$ cat src/sv/lbta_pkg.sv
// package for the linked block table allocator
// holds the status codes and the sequencer state encoding; no dependencies
package lbta_pkg;

	localparam logic MODE_ALLOC = 1'b0;
	localparam logic MODE_FREE  = 1'b1;

	typedef enum logic [1:0] {
		ST_OK       = 2'd0,
		ST_SHORT    = 2'd1,
		ST_BADARG   = 2'd2,
		ST_MISMATCH = 2'd3
	} status_t;

	typedef enum logic [3:0] {
		S_INIT = 4'b0001,
		S_IDLE = 4'b0010,
		S_WALK = 4'b0100,
		S_DONE = 4'b1000
	} state_t;

endpackage

$ cat src/sv/lbta_ram.sv
// generic single write port, single read port ram with registered read data
// no dependencies
module lbta_ram #(
	parameter int WIDTH = 8,
	parameter int DEPTH = 16,
	localparam int AW = (DEPTH > 1) ? $clog2(DEPTH) : 1
) (
	input  logic             clk,
	input  logic             we,
	input  logic [AW-1:0]    waddr,
	input  logic [WIDTH-1:0] wdata,
	input  logic [AW-1:0]    raddr,
	output logic [WIDTH-1:0] rdata
);

	logic [WIDTH-1:0] mem [DEPTH];

	always_ff @(posedge clk) begin
		if (we) begin
			mem[waddr] <= wdata;
		end
		rdata <= mem[raddr];
	end

endmodule

$ cat src/sv/linked_block_table_allocator.sv
// channel | direction | handshake            | payload
// in      | input     | in_valid / in_ready  | mode, block_index, block_count
// out     | output    | out_valid / out_ready| status, head_block, free_blocks
//
// a request walks its chain through the link table before its result; an argument
// error or short free list found at acceptance skips the walk; the link walk reads
// one table entry per cycle from a single ram read port.
// after reset an init pass rebuilds the free list, writing every link, with in_ready low.
// a chain mismatch repeats that pass before its result.
// the result register lets a new request be taken while a result waits.
// top level of the allocator; uses lbta_pkg and lbta_ram
module linked_block_table_allocator import lbta_pkg::*; #(
	parameter int BLOCKS = 16,
	localparam int IW = $clog2(BLOCKS),
	localparam int CW = $clog2(BLOCKS + 1)
) (
	input  logic          clk,
	input  logic          arst_n,
	input  logic          in_valid,
	output logic          in_ready,
	input  logic          mode,
	input  logic [IW-1:0] block_index,
	input  logic [CW-1:0] block_count,
	output logic          out_valid,
	input  logic          out_ready,
	output logic [1:0]    status,
	output logic [IW-1:0] head_block,
	output logic [CW-1:0] free_blocks
);

	localparam logic [CW-1:0] END_MARK = CW'(BLOCKS);
	localparam logic [IW-1:0] LAST_IDX = IW'(BLOCKS - 1);

	state_t        state_q;
	logic [IW-1:0] ptr_q;
	logic [CW-1:0] free_head_q;
	logic [CW-1:0] free_count_q;
	logic          mode_q;
	logic [IW-1:0] idx_q;
	logic [CW-1:0] cnt_q;
	logic [CW-1:0] rem_q;
	logic [IW-1:0] cur_q;
	logic          mis_q;
	status_t       res_status_q;
	logic [IW-1:0] res_head_q;
	logic          out_valid_q;
	status_t       status_q;
	logic [IW-1:0] head_q;
	logic [CW-1:0] free_q;

	logic          accept;
	logic          bad_arg;
	logic          short_list;
	logic          last_step;
	logic          rd_end;
	logic          ram_we;
	logic [IW-1:0] ram_waddr;
	logic [CW-1:0] ram_wdata;
	logic [IW-1:0] ram_raddr;
	logic [CW-1:0] ram_rdata;
	logic          out_load;

	lbta_ram #(
		.WIDTH(CW),
		.DEPTH(BLOCKS)
	) u_link_ram (
		.clk  (clk),
		.we   (ram_we),
		.waddr(ram_waddr),
		.wdata(ram_wdata),
		.raddr(ram_raddr),
		.rdata(ram_rdata)
	);

	assign in_ready = (state_q == S_IDLE);
	assign accept = in_valid && in_ready;

	assign bad_arg = (block_count == '0) || (block_count > END_MARK) ||
		((mode == MODE_FREE) &&
		 (({1'b0, block_index} >= (IW+1)'(BLOCKS)) ||
		  (({1'b0, free_count_q} + {1'b0, block_count}) > (CW+1)'(BLOCKS))));

	assign short_list = (mode == MODE_ALLOC) &&
		((block_count > free_count_q) || (free_head_q >= END_MARK));

	assign last_step = (rem_q == CW'(1));
	assign rd_end = (ram_rdata >= END_MARK);
	assign out_load = (state_q == S_DONE) && (!out_valid_q || out_ready);

	always_comb begin
		ram_we = 1'b0;
		ram_waddr = cur_q;
		ram_wdata = END_MARK;
		ram_raddr = cur_q;
		unique case (state_q)
			S_INIT: begin
				ram_we = 1'b1;
				ram_waddr = ptr_q;
				ram_wdata = CW'(ptr_q) + CW'(1);
			end
			S_IDLE: begin
				ram_raddr = (mode == MODE_FREE) ? block_index : free_head_q[IW-1:0];
			end
			S_WALK: begin
				if (last_step) begin
					ram_we = (mode_q == MODE_ALLOC) || (ram_rdata == END_MARK);
					ram_wdata = (mode_q == MODE_ALLOC) ? END_MARK : free_head_q;
				end else begin
					ram_raddr = ram_rdata[IW-1:0];
				end
			end
			S_DONE: begin
			end
			default: begin
			end
		endcase
	end

	always_ff @(posedge clk or negedge arst_n) begin
		if (!arst_n) begin
			state_q <= S_INIT;
			ptr_q <= '0;
			free_head_q <= '0;
			free_count_q <= END_MARK;
			mode_q <= MODE_ALLOC;
			idx_q <= '0;
			cnt_q <= '0;
			rem_q <= '0;
			cur_q <= '0;
			mis_q <= 1'b0;
			res_status_q <= ST_OK;
			res_head_q <= '0;
			out_valid_q <= 1'b0;
			status_q <= ST_OK;
			head_q <= '0;
			free_q <= '0;
		end else begin
			if (out_load) begin
				out_valid_q <= 1'b1;
			end else if (out_valid_q && out_ready) begin
				out_valid_q <= 1'b0;
			end
			unique case (state_q)
				S_INIT: begin
					if (ptr_q == LAST_IDX) begin
						ptr_q <= '0;
						free_head_q <= '0;
						free_count_q <= END_MARK;
						mis_q <= 1'b0;
						if (mis_q) begin
							res_status_q <= ST_MISMATCH;
							res_head_q <= '0;
							state_q <= S_DONE;
						end else begin
							state_q <= S_IDLE;
						end
					end else begin
						ptr_q <= ptr_q + IW'(1);
					end
				end
				S_IDLE: begin
					if (accept) begin
						mode_q <= mode;
						idx_q <= block_index;
						cnt_q <= block_count;
						rem_q <= block_count;
						cur_q <= ram_raddr;
						res_head_q <= '0;
						if (bad_arg) begin
							res_status_q <= ST_BADARG;
							state_q <= S_DONE;
						end else if (short_list) begin
							res_status_q <= ST_SHORT;
							state_q <= S_DONE;
						end else begin
							state_q <= S_WALK;
						end
					end
				end
				S_WALK: begin
					if (last_step) begin
						if (mode_q == MODE_ALLOC) begin
							free_head_q <= ram_rdata;
							free_count_q <= free_count_q - cnt_q;
							res_status_q <= ST_OK;
							res_head_q <= free_head_q[IW-1:0];
							state_q <= S_DONE;
						end else if (ram_rdata == END_MARK) begin
							free_head_q <= CW'(idx_q);
							free_count_q <= free_count_q + cnt_q;
							res_status_q <= ST_OK;
							state_q <= S_DONE;
						end else begin
							mis_q <= 1'b1;
							state_q <= S_INIT;
						end
					end else if (rd_end) begin
						if (mode_q == MODE_ALLOC) begin
							res_status_q <= ST_SHORT;
							state_q <= S_DONE;
						end else begin
							mis_q <= 1'b1;
							state_q <= S_INIT;
						end
					end else begin
						cur_q <= ram_rdata[IW-1:0];
						rem_q <= rem_q - CW'(1);
					end
				end
				S_DONE: begin
					if (out_load) begin
						status_q <= res_status_q;
						head_q <= res_head_q;
						free_q <= free_count_q;
						state_q <= S_IDLE;
					end
				end
				default: begin
					state_q <= S_INIT;
				end
			endcase
		end
	end

	assign out_valid = out_valid_q;
	assign status = status_q;
	assign head_block = head_q;
	assign free_blocks = free_q;

`ifndef SYNTH
	a_count_range: assert property (@(posedge clk) disable iff (!arst_n)
		free_count_q <= END_MARK)
		else $error("free count above pool size");

	a_zero_count: assert property (@(posedge clk) disable iff (!arst_n)
		accept && (block_count == '0) |=> (state_q == S_DONE) && (res_status_q == ST_BADARG))
		else $error("zero count not rejected");

	a_walk_rem: assert property (@(posedge clk) disable iff (!arst_n)
		(state_q == S_WALK) |-> (rem_q != '0))
		else $error("walk with no links left");

	a_mismatch_reinit: assert property (@(posedge clk) disable iff (!arst_n)
		out_valid && (status == ST_MISMATCH) |-> (free_blocks == END_MARK))
		else $error("mismatch without table reinit");
`endif

endmodule

$ cat config.mk
export PLATFORM = sky130hd
export DESIGN_NAME = linked_block_table_allocator
export DESIGN_NICKNAME = d
export VERILOG_FILES = /design/src/sv/lbta_pkg.sv /design/src/sv/lbta_ram.sv /design/src/sv/linked_block_table_allocator.sv
export SDC_FILE = /design/constraint.sdc
export NUM_CORES = 1
export LEC_CHECK = 0
export ABC_CLOCK_PERIOD_IN_PS = 2600
export BUFFER_PORTS_ARGS = -buffer_cell sky130_fd_sc_hd__buf_2
export CORE_MARGIN = 4
export CORE_UTILIZATION = 56
export DETAILED_ROUTE_END_ITERATION = 12
export PLACE_DENSITY_LB_ADDON = 0.05
export SLEW_MARGIN = 20
export SYNTH_ARGS = -nofsm -noshare
export SYNTH_HDL_FRONTEND = slang
export SYNTH_SLANG_ARGS = --single-unit
$ cat constraint.sdc
create_clock -name clk -period 2.6 [get_ports clk]
set_clock_uncertainty 0.05 [all_clocks]
set_input_delay 0.26 -clock clk [delete_from_list [all_inputs] [get_ports clk]]
set_output_delay 0.26 -clock clk [all_outputs]
set_load 0.03 [all_outputs]
Word level (Yosys, flattened, before mapping)
Memory sizes are Yosys's and may differ from the RTL's. A register that Yosys moved wholly into a read port is not among the register bits.
Cells that the tools add are included.
{"block": "op_classes", "add_sub_neg": 6, "n_lt_le_gt_ge": 5, "n_eq_ne": 22, "mux": 68, "bitwise_logic": 2, "n_reduce_logical": 24}
{"operator": "2-to-1 mux 4 bit", "n": 23}
{"operator": "2-to-1 mux 5 bit", "n": 13}
{"operator": "case mux 5 bit (2 select lines)", "n": 4}
{"operator": "2-to-1 mux 2 bit", "n": 10}
{"operator": "inequality test 3 bit (second input constant)", "n": 6}
{"operator": "case mux 4 bit (2 select lines)", "n": 2}
{"operator": "case mux 4 bit (4 select lines)", "n": 1}
{"operator": "inequality test 2 bit (second input constant)", "n": 7}
{"operator": "case mux 4 bit (3 select lines)", "n": 1}
{"operator": "AND reduction 4 bit", "n": 3}
{"operator": "AND reduction 6 bit", "n": 2}
{"operator": "2-to-1 mux 1 bit", "n": 11}
{"operator": "greater-or-equal comparator 5 bit (second input constant)", "n": 2}
{"operator": "== test 4 bit (second input constant)", "n": 2}
{"operator": "AND reduction 8 bit", "n": 1}
{"operator": "adder 5 x 5 -> 6 bit", "n": 1}
{"operator": "> comparator 6 x 5 -> 1 bit (second input constant)", "n": 1}
{"operator": "case mux 2 bit (3 select lines)", "n": 1}
{"operator": "nonzero test 2 bit", "n": 3}
{"operator": "adder 4 x 1 -> 5 bit (second input constant)", "n": 1}
{"operator": "adder 5 bit", "n": 1}
{"operator": "== test 5 x 1 -> 1 bit (second input constant)", "n": 1}
{"operator": "== test 5 bit (second input constant)", "n": 1}
{"operator": "> comparator 5 bit", "n": 1}
{"operator": "17 further kinds", "n": 28}
{"block": "totals", "ff_bits": 56, "mem_bits_rw": 80, "input_bits": 14, "output_inout_bits": 13, "elab_cells": 144, "n_memories": 1}
{"name": "u_link_ram.mem", "depth": 16, "word_bits": 5, "rd": 1, "rd_ports_with_merged_regs": 1, "write_ports": 1, "line_no": "lbta_ram.sv:16", "source": "logic [WIDTH-1:0] mem [DEPTH];"}

Logic depth before layout (Yosys ltp)
{"block": "depth", "ltp_word": 7, "mapped_depth": 11, "depth_no_buf": 11}

By module
A second synthesis with hierarchy kept.
{"block": "hier_totals", "cells_unflattened": 517, "hier_area_um2": 6685.2}
{"module": "linked_block_table_allocator", "n_inst": 1, "cells_per_inst": 362, "area_per_inst_um2": 3472.1, "seq_area_each_um2": 1403.8}
{"module": "lbta_ram", "n_inst": 1, "cells_per_inst": 155, "area_per_inst_um2": 3213.1, "seq_area_each_um2": 2502.4}

Least setup slack after synthesis
OpenSTA, ideal clock, no wires.
{"block": "synth_timing", "path_type": "reg2reg", "start": "register state_q[0]", "end": "register u_link_ram.rdata[0], read port of u_link_ram.mem", "setup_time_ps": 123, "arrival_time_ps": 2717, "required_time_ps": 2427, "setup_slack_ps": -289, "stages_incl_launch_ff": 11, "path_buffers": 3, "synth_period_minus_slack_ps": 2889, "cell_sequence": "dfstp_2 > buf_6 > or4b_4 > buf_6 > clkinv_8 > mux2i_2 > a221oi_2 > buf_2 > mux4_2 > a22oi_1 > nand3_1"}
{"block": "synth_via", "elab_chain_len": 2, "elab_cells_between_ends": 3}
{"element": "start, declared", "line_no": "linked_block_table_allocator.sv:34", "source": "state_t state_q;"}
{"element": "start signal, assigned", "line_no": "linked_block_table_allocator.sv:121", "source": "state_q <= S_INIT;"}
{"element": "start signal, assigned", "line_no": "linked_block_table_allocator.sv:153", "source": "state_q <= S_DONE;"}
{"element": "start signal, assigned", "line_no": "linked_block_table_allocator.sv:155", "source": "state_q <= S_IDLE;"}
{"element": "== test 4 x 2 -> 1 bit"}
{"element": "named net in_ready", "line_no": "linked_block_table_allocator.sv:20", "source": "output logic in_ready,"}
{"element": "case mux 4 bit (2 select lines)", "line_no": "linked_block_table_allocator.sv:95", "source": "unique case (state_q)"}
{"element": "end, declared", "line_no": "lbta_ram.sv:13", "source": "output logic [WIDTH-1:0] rdata"}
The timed path passes the listed nets, and every way through them passes these cells.
A chain may end at the register's enable or synchronous reset.

Worst setup path in the final report
{"block": "layout_timing", "start": "register state_q[2]", "end": "register u_link_ram.rdata[4], read port of u_link_ram.mem"}
{"block": "layout_via", "elab_chain_len": 2, "elab_cells_between_ends": 3}
{"element": "== test 4 x 3 -> 1 bit or == test 4 x 2 -> 1 bit (tied branches)", "line_no": "linked_block_table_allocator.sv:95"}
{"element": "case mux 4 bit (2 select lines) *", "line_no": "linked_block_table_allocator.sv:95"}
Every way passes the cells marked *; elsewhere a longest branch is shown, timed or not.

==> impl_table.tex <==
\begin{tabular}{lr}
\hline
Metric & Value \\
\hline
\multicolumn{2}{l}{\textbf{Outcome}} \\
Result of the run & finished with violations \\
Violated checks & setup timing \\
\multicolumn{2}{l}{\textbf{Timing}} \\
Max\_slew headroom & 55.6\% \\
Actual slew at the worst max-slew pin & 0.663 ns \\
Fmax achieved & 0.368 GHz \\
RSZ-0062 raised after global routing & yes \\
Final-report max-slew violation count & 0 \\
Part of the cycle the worst path needs & 105\% \\
Setup slack of the critical path after layout & -0.119 ns \\
Minimum clock period & 2.72 ns \\
Fin. Hold Viols & 0 \\
Setup Viol. Count Final & 5 \\
\multicolumn{2}{l}{\textbf{Drt}} \\
Detailed-route wire length per cell & 20.4 um \\
Remaining antenna violation count after routing & 0 \\
Overall via count from detail\_route & 4,549 \\
Initial DRT Pass Iterations & 5 \\
Total wire length & 15,600 um \\
DRC violations left & 0 \\
Initial DRC Count & 339 \\
Number of vias per cell after detailed routing & 5.95 \\
\multicolumn{2}{l}{\textbf{Global route}} \\
Global router's overall resource usage & 24.2\% \\
Via count of the first global-routing pass & 4,479 \\
First-pass GRT wire length & 24,000 um \\
Number of antenna violations at the first check in global routing & 0 \\
Overall overflow remaining after global route & 0 \\
Maximum number of pins on one net before global-route repair & 23 \\
\multicolumn{2}{l}{\textbf{Clock tree}} \\
Clock tree from TritonCTS & built \\
Source-to-sink clock delay at the later pin of the worst-skew pair & 0.42 ns \\
Maximum buffer depth of the clock tree & 2 \\
Number of H-tree levels & 4 \\
Clk pin slew, worst setup/hold paths & 0.06 ns \\
Number of CTS-inserted buffers & 17 \\
Buffer cell driving the clock tree root & sky130\_fd\_sc\_hd\_\_clkbuf\_16 \\
Clock sink total & 141 \\
\multicolumn{2}{l}{\textbf{Setup path}} \\
Worst setup EP type & register \\
Worst-path cell chain & or4b\_4 > clkinv\_8 > mux2i\_4 > a221oi\_4 > buf\_4 > buf\_6 > mux4\_2 > a22oi\_2 > nand3\_1 \\
Required time of the worst setup path & 2.85 ns \\
Critical path class & register to register \\
Data arrival at the endpoint of the critical path & 2.97 ns \\
Crit Path Max Fanout & 3 \\
Cell at the slowest stage of the critical path & sky130\_fd\_sc\_hd\_\_or4b\_4 \\
Maximum cell stage delay along the critical path & 0.59 ns \\
Startpoint kind of the worst setup timing path & register \\
\multicolumn{2}{l}{\textbf{Cells and area}} \\
Share of layout cells above drive strength 1 & 30.3\% \\
Total number of nets in the final design & 642 \\
Number of diodes & 0 \\
Area growth syn-to-layout & 22.3\% \\
\multicolumn{2}{l}{\textbf{Power}} \\
Leakage & 0.00323 uW \\
Power after layout & 9520 uW \\
IR drop worst, VDD & 0.832 mV \\
PwrDens & 1180 nW/um\^{}2 \\
\multicolumn{2}{l}{\textbf{Synthesis}} \\
Cells after Synth & 515 \\
Post-synthesis area per instance & 12.8 sq um \\
Combined area of all synthesized cells & 6590 sq um \\
Yosys warning total & 0 \\
Async set-or-reset flop fraction in the synthesized netlist & 39.7\% \\
Ys flop type & sky130\_fd\_sc\_hd\_\_edfxtp\_1 \\
Number of synthesized flops with an enable pin & 80 \\
Proportion of synthesized chip area in sequential cells & 59.3\% \\
Register bit count reported by yosys & 141 \\
Number of unique standard cell types used by synthesis & 66 \\
Post-Synthesis Net Count & 549 \\
\multicolumn{2}{l}{\textbf{Min path}} \\
Type of the most critical hold path & input pin to register \\
\multicolumn{2}{l}{\textbf{Floorplan}} \\
Initial standard-cell utilization of the core & 57.4\% \\
Number of I/O pins & 27 \\
Area of the core & 11,500 sq um \\
Height of the die & 116 um \\
Cell row count & 39 \\
Die width & 116 um \\
Die area & 13,600 sq um \\
\multicolumn{2}{l}{\textbf{Placed design}} \\
HPWL after detailed placement & 11,100 um \\
IO buf count & 26 \\
Setup slack after placement & -0.272 ns \\
Placer Congestion & 0.898 \\
\multicolumn{2}{l}{\textbf{Flow run}} \\
Maxcap violations & 0 \\
\hline
\end{tabular}
==> through the flow <==
stage,area (sq um),std cells,util (%),hold slack [ns],TNS [ns]
6_report,8050,764,70.2,0.0649,-0.314
3_5_place_dp,7310,726,63.7,0.203,-1.21
2_1_floorplan,6610,515,-,-0.0856,-0.415
5_1_grt,8050,764,70.2,0.0504,-0.591
4_1_cts,7930,759,69.2,0.0424,-0.494
3_3_place_gp,7310,726,63.7,0.210,-1.12
==> timing repair <==
item / CTS / global route
endpoints found under the hold margin: 19 / 0
gates cloned: 0 / 1
hold buffers: 1 / 0
resized for setup: 12 / 15
pin swaps: 4 / 7
setup buffers: 1 / 4
endpoints found under the setup margin: 9 / 81
==> per-layer routing <==
metal  global-route usage (%)  part of all wire (%)  vias up
met1                     29.9                    41     2252
met4                     10.8                   3.2        0
met2                     40.8                    51      150
met3                     5.70                   4.7       41
li1                         -                     -     2106
met5                        0                     0        -
==> sequential cells by signal, summed over array words and instances (netlist names) <==
name and flops:
u_link_ram.mem 80, cnt_q 5, free_blocks 5, free_count_q 5, free_head_q 5, rem_q 5
u_link_ram.rdata 5, cur_q 4, head_block 4, idx_q 4, ptr_q 4, res_head_q 4
state_q 4, res_status_q 2, status 2, mis_q 1, mode_q 1, out_valid 1
==> synth_stat cells, drive strengths merged (7+ instances only) <==
cell type  count  area (sq um)
a21oi         12          60.1
a22oi          7          52.6
a31oi          7          43.8
buf            7          46.3
clkbuf        11          41.3
dfrtp         54          1350
edfxtp        80          2400
ha            18           225
inv           22          82.6
mux2          17           191
mux2i         11           114
mux4          20           450
nand2         50           188
nand3         15          75.1
nor2          56           213
nor3           9          45.0
o21ai         31           155
==> path summary, 6_finish.rpt <==
check	startpoint	to	slack [ns]	cells after the start
setup / recovery	state_q[2]	u_link_ram.rdata[4]	-0.12	9
hold / removal	block_index[2]	idx_q[2]	0.06	2
setup reg to reg	state_q[2]	u_link_ram.rdata[4]	-0.12	9
hold reg to reg	head_block[3]	head_block[3]	0.43	2
max in group asynchronous	arst_n	free_blocks[2]	1.52	3
min in group asynchronous	arst_n	res_status_q[1]	0.29	2
==> cells in the final DEF (no fill, tap or decap), drive strengths merged, types with 3 or more instances in the layout <==
cell type  count
a21o           6
o22a           4
xor2           6
xnor2          6
edfxtp        80
a31oi          7
mux2          17
ha            18
inv           28
nor4           3
a21oi         12
nor2          56
mux4          20
nor3           9
dfrtp         54
clkbuf        19
o21ai         31
o22ai          3
buf           90
nand3         15
a22o           3
nand2b         3
or4b           3
dfxtp          5
nand2         50
nor2b          6
clkinv         6
nor4b          3
mux2i         11
a22oi          7
==> where the power goes <==
group | switching (uW) | leakage (uW) | total (uW) | internal, uW
sequential | 346 | 0.00149 | 3370 | 3020
clock | 983 | 0.000273 | 2320 | 1330
combinational | 2020 | 0.00147 | 3840 | 1820
==> cell families after synthesis <==
kind of cell               after synthesis  share of synthesized area [%]
xor gates and xnor gates                12                           1.60
muxes                                   48                           11.5
adders and majority gates               20                           4.03
and+or+nand+nor                        159                           11.2
DFF                                    141                           59.3
buffers and inverters                   41                           2.83
AOI/OAI and AO/OA                       94                           9.52
==> critical path: cells and delay by family, from the launching register on <==
kind,cells,cell delay (ns)
buf+inv,3,0.35
compound gates,2,0.55
flops,1,0.38
simple gates,2,0.69
mux,2,0.58
==> cell type report <==
| type | instances | area, sq um |
|---|---|---|
| clock buffers | 18 | 429 |
| clock inverters | 14 | 134 |
| fillers | 793 | 3410 |
| inverters | 23 | 98.8 |
| multi-input cells | 333 | 2620 |
| flip-flops and latches | 141 | 3910 |
| well taps | 143 | 179 |
| repair buffers | 92 | 686 |
No activity file was read; power rests on OpenSTA's default activity.
